--- src/hdl/stni_pkg.sv ---
// shared types and constants for the sorted table nearest index block
package stni_pkg;

  // input word modes
  localparam logic [1:0] MODE_CLEAR  = 2'd0;
  localparam logic [1:0] MODE_APPEND = 2'd1;
  localparam logic [1:0] MODE_QUERY  = 2'd2;
  localparam logic [1:0] MODE_UNUSED = 2'd3;

  // command queue geometry
  localparam int QUEUE_DEPTH = 4;
  localparam int QUEUE_AW    = 2;

  // field widths
  localparam int VALUE_W = 32;
  localparam int INDEX_W = 10;
  localparam int POS_W   = 11;

  typedef struct packed {
    logic [1:0]                mode;
    logic signed [VALUE_W-1:0] value;
  } in_word_t;

  typedef struct packed {
    logic [INDEX_W-1:0] closest_index;
    logic [POS_W-1:0]   insert_position;
  } out_word_t;

  // classified operation carried from front to back
  typedef enum logic [1:0] {
    OP_CLEAR  = 2'd0,
    OP_APPEND = 2'd1,
    OP_QUERY  = 2'd2
  } op_t;

  typedef struct packed {
    op_t                       op;
    logic signed [VALUE_W-1:0] value;
  } cmd_t;

  // queue status seen by the front
  typedef struct packed {
    logic full;
  } queue_status_t;

  // queue read side seen by the back
  typedef struct packed {
    logic valid;
    cmd_t cmd;
  } queue_head_t;

endpackage

--- src/hdl/stni_queue.sv ---
// small command queue between the front and the search engine
module stni_queue (
  input  logic                    clk,
  input  logic                    rst_n,
  input  logic                    push_valid,
  input  stni_pkg::cmd_t          push_cmd,
  output stni_pkg::queue_status_t status,
  output stni_pkg::queue_head_t   head,
  input  logic                    pop
);
  import stni_pkg::*;

  cmd_t                  slot_r [QUEUE_DEPTH];
  logic [QUEUE_AW-1:0]   wr_ptr_r, wr_ptr_nxt;
  logic [QUEUE_AW-1:0]   rd_ptr_r, rd_ptr_nxt;
  logic [QUEUE_AW:0]     fill_r, fill_nxt;
  logic                  do_push, do_pop;

  assign status.full = (fill_r == (QUEUE_AW+1)'(QUEUE_DEPTH));
  assign head.valid  = (fill_r != '0);
  assign head.cmd    = slot_r[rd_ptr_r];

  assign do_push = push_valid && !status.full;
  assign do_pop  = pop && head.valid;

  // pointer and fill bookkeeping
  always_comb begin
    wr_ptr_nxt = do_push ? wr_ptr_r + 1'b1 : wr_ptr_r;
    rd_ptr_nxt = do_pop  ? rd_ptr_r + 1'b1 : rd_ptr_r;
    fill_nxt   = fill_r;
    if (do_push && !do_pop) begin
      fill_nxt = fill_r + 1'b1;
    end else if (do_pop && !do_push) begin
      fill_nxt = fill_r - 1'b1;
    end
  end

  always_ff @(posedge clk) begin
    if (!rst_n) begin
      wr_ptr_r <= '0;
      rd_ptr_r <= '0;
      fill_r   <= '0;
    end else begin
      wr_ptr_r <= wr_ptr_nxt;
      rd_ptr_r <= rd_ptr_nxt;
      fill_r   <= fill_nxt;
    end
  end

  // slot storage
  always_ff @(posedge clk) begin
    if (do_push) begin
      slot_r[wr_ptr_r] <= push_cmd;
    end
  end

endmodule

--- config.mk ---
export PLATFORM = sky130hd
export DESIGN_NAME = stni_queue
export DESIGN_NICKNAME = d
export VERILOG_FILES = /design/src/hdl/stni_pkg.sv /design/src/hdl/stni_queue.sv
export SDC_FILE = /design/constraint.sdc
export NUM_CORES = 1
export LEC_CHECK = 0
export ABC_AREA = 1
export BUFFER_PORTS_ARGS = -buffer_cell sky130_fd_sc_hd__buf_4
export CAP_MARGIN = 20
export CELL_PAD_IN_SITES_DETAIL_PLACEMENT = 1
export CELL_PAD_IN_SITES_GLOBAL_PLACEMENT = 2
export CORE_ASPECT_RATIO = 1.1
export CORE_MARGIN = 2
export CORE_UTILIZATION = 36
export DETAILED_ROUTE_END_ITERATION = 10
export PLACE_DENSITY_LB_ADDON = 0.1
export SYNTH_ARGS = -nofsm -noshare
export SYNTH_HDL_FRONTEND = slang
export SYNTH_SLANG_ARGS = --single-unit
--- constraint.sdc ---
create_clock -name clk -period 2.6 [get_ports clk]
set_input_delay 0.13 -clock clk [delete_from_list [all_inputs] [get_ports clk]]
set_output_delay 0.13 -clock clk [all_outputs]
set_load 0.1 [all_outputs]
==> results.toml <==
[power]
leakage_nw = 2.66
worst_ir_drop_vdd_v = 0.000609
powerDensity_mw_per_mm2 = 1230

[route]
drt_iter0_markers = 202
routed_wl_microns = 12900
vias = 3538
drc = 0
wl_per_cell_microns = 17.7
first_pass_iters = 4
ant_nets = 0
viasPerCell = 4.86

[clock_tree]
htreeDepth = 4
clock_latency_ns = 0.42
path_clk_slew_ns = 0.06
clock_path_buffers = 2
cts_root_buffer = "clkbuf_16"
cts_tree = "yes"
cts_buffers = 17
cts_setup_buffers = 0
cts.sinks = 145

[timing]
rsz0062_at_grt = "false"
final_hold_viol_count = 0
maxSlewViolCount = 0
min_period_ns = 2.32
worst_pin_slew_ns = 0.598
setup_slack_ns = 0.277
slew_headroom = 0.601
finalSetupTns_ns = 0
post-route-period-util = 0.894
skew_ns = 0.00798
fmax_mhz = 430
finalSetupViolCount = 0

[worst_setup_path]
reg2reg_setup_slack_ns = 0.68
crit_fanout = 68
start_kind = "register"
critical_path.top_delay_family = "buffers and inverters"
slowest_stage = "dfxtp_2"
worstPathArrival_ns = 2.19
rr_startpoint = "fill_r[0]$_SDFFE_PN0P_"
path_class = "register to output pin"
r2r-end = "fill_r[2]$_SDFFE_PN0P_"
worstPathCellList = "inv_6 > o21ai_1 > o22ai_1 > buf_4"
critPathMaxStageDelay_ns = 0.49
crit_buf_inv = 2
end_kind = "output pin"
required_ns = 2.47
rr_worst_depth = 13

[final_layout]
num_antenna_cells = 0
fin_util = 0.476
final_nets = 561
fill_cells = 1572
fin_area_sq_mm = 0.00743
layout-drive-gt1-share = 0.303
area_delta_synth_final_pct = 29.6

[yosys]
ys_seq_elements = 145
netlist_area_sq_mm = 0.00573
yosys_warnings = 0
syn_nets = 442
syn_inst = 398
yosysSeqAreaShare = 0.744
synthDistinctLibCells = 23
syn_area_per_cell_sq_um = 14.4

[global_route]
grtUsageMet3 = 0.0433
grt_pass1_vias = 3763
grt_pass1_wl_microns = 20100
grt_overflow = 0
antenna_found_initial = 0
grt_max_degree = 69
top_usage_layer = "met2"
grtUsageMet2 = 0.276
track_usage = 0.159
met1_usage = 0.189

[floorplanning]
row_count = 48
die-height_microns = 136
start_util = 0.367
pin_count = 74
fp.dieW_microns = 124
core_area_sq_mm = 0.0156
dieArea_sq_mm = 0.0169

[place]
gp_congestion = 0.688
pre_cts_ws_ns = 0.662
port_buffers = 73
placed_area_sq_mm = 0.00650
dpl.hpwl_microns = 7470

[run_status]
status = "complete, no violations"

[worst_hold_path]
min_path_cells = 4
hold_path_end = "wr_ptr_r[1]$_SDFFE_PN0P_"
min_from = "push_valid"
hold_path.class = "input pin to register"

[run]
max_cap_viol_count = 0
where the power goes:
part	leakage, nW	switching (mW)	internal (mW)
clock	0.272	0.892	1.48
combinational	1.07	3.00	0.803
sequential	1.32	0.122	2.84
final cells by class:
cell class	instances	area, sq um	share of cell area
sequential	145	4270	0.574
multi-input combinational	215	1260	0.170
timing repair buffer	121	1010	0.136
clock buffer	18	429	0.0578
tap	200	250	0.0337
clock inverter	12	144	0.0194
inverter	17	68.8	0.00927
tightest hold or removal path: cells and delay by family:
family	cells	cell delay (ns)
AND/OR/NAND/NOR	3	0.16
buffers and inverters	1	0.10
sequential cells by signal, summed over array words and instances, names as in the netlist, named ones only:
| register | count |
|---|---|
| fill_r | 3 |
| wr_ptr_r | 2 |
| rd_ptr_r | 2 |
| slot_r | 136 |
synth_stat cells:
cell	n	share of area
a21oi_1	3	0.0026
buf_12	3	0.010
buf_2	12	0.010
buf_4	2	0.0026
buf_6	2	0.0039
clkbuf_2	2	0.0017
dfxtp_1	9	0.031
edfxtp_1	136	0.71
fa_1	1	0.0035
ha_1	5	0.011
inv_1	15	0.0098
inv_2	1	0.00065
inv_6	1	0.0015
nand2_1	15	0.0098
nand3_1	4	0.0035
nand3b_1	1	0.0013
nor2_1	62	0.041
nor2_2	20	0.022
o21ai_0	64	0.056
o21ai_1	5	0.0044
o22ai_1	14	0.015
o22ai_2	20	0.044
xor2_1	1	0.0015
worst max path at each step:
stage | endpoint | slack, ns | cells after the start | from
final | head[22] | 0.28 | 4 | register
after detailed placement | fill_r[2]$_SDFFE_PN0P_ | 0.66 | 13 | fill_r[0]$_SDFFE_PN0P_
after CTS | head[2] | 0.22 | 4 | register
after floorplan | slot_r[0][0]$_DFFE_PP_ | 0.08 | 4 | fill_r[0]$_SDFFE_PN0P_
after global placement | head[32] | 0.73 | 4 | register
after global routing | head[32] | 0.12 | 4 | register
timing repair:
item,in CTS,in global routing
hold endpoints to repair,139,0
gates resized for setup,0,0
setup endpoints to repair,0,0
hold buffers,35,0
metrics by stage:
| step | power (mW) | instances | hold slack [ns] |
|---|---|---|---|
| after floorplan | 6.02 | 398 | 0.229 |
| after global routing | 9.53 | 728 | 0.0385 |
| after global placement | 6.77 | 663 | 0.328 |
| after detailed placement | 6.83 | 663 | 0.334 |
| after CTS | 9.25 | 728 | 0.00825 |
| final | 9.15 | 728 | 0.0251 |
metal layers:
metal,part of all wire,vias up
met5,0,-
met2,0.52,63
li1,-,1695
met1,0.44,1764
met3,0.032,16
met4,0.013,0
logic make-up (layout without fill, tap and decap cells):
family          count (synthesis)  after routing  synth area share
buf+inv                        38            168            0.0413
fa+ha+maj                       6              6            0.0144
flops                         145            145             0.744
simple gates                  102            102            0.0771
xor+xnor                        1              1           0.00153
compound gates                106            106             0.122
cell usage in the layout (no fill, tap or decap), drive strengths merged:
cell type / synthesis / routed
dfxtp: 9 / 9
clkinv: 0 / 6
buf: 19 / 86
inv: 17 / 17
o21ai: 69 / 69
bufinv: 0 / 3
clkbuf: 2 / 18
nand2: 15 / 15
nor2: 82 / 82
edfxtp: 136 / 136
xor2: 1 / 1
ha: 5 / 5
dlygate4sd3: 0 / 35
nand3b: 1 / 1
fa: 1 / 1
clkinvlp: 0 / 3
o22ai: 34 / 34
a21oi: 3 / 3
nand3: 4 / 4
No activity file was read; power rests on OpenSTA's default activity.
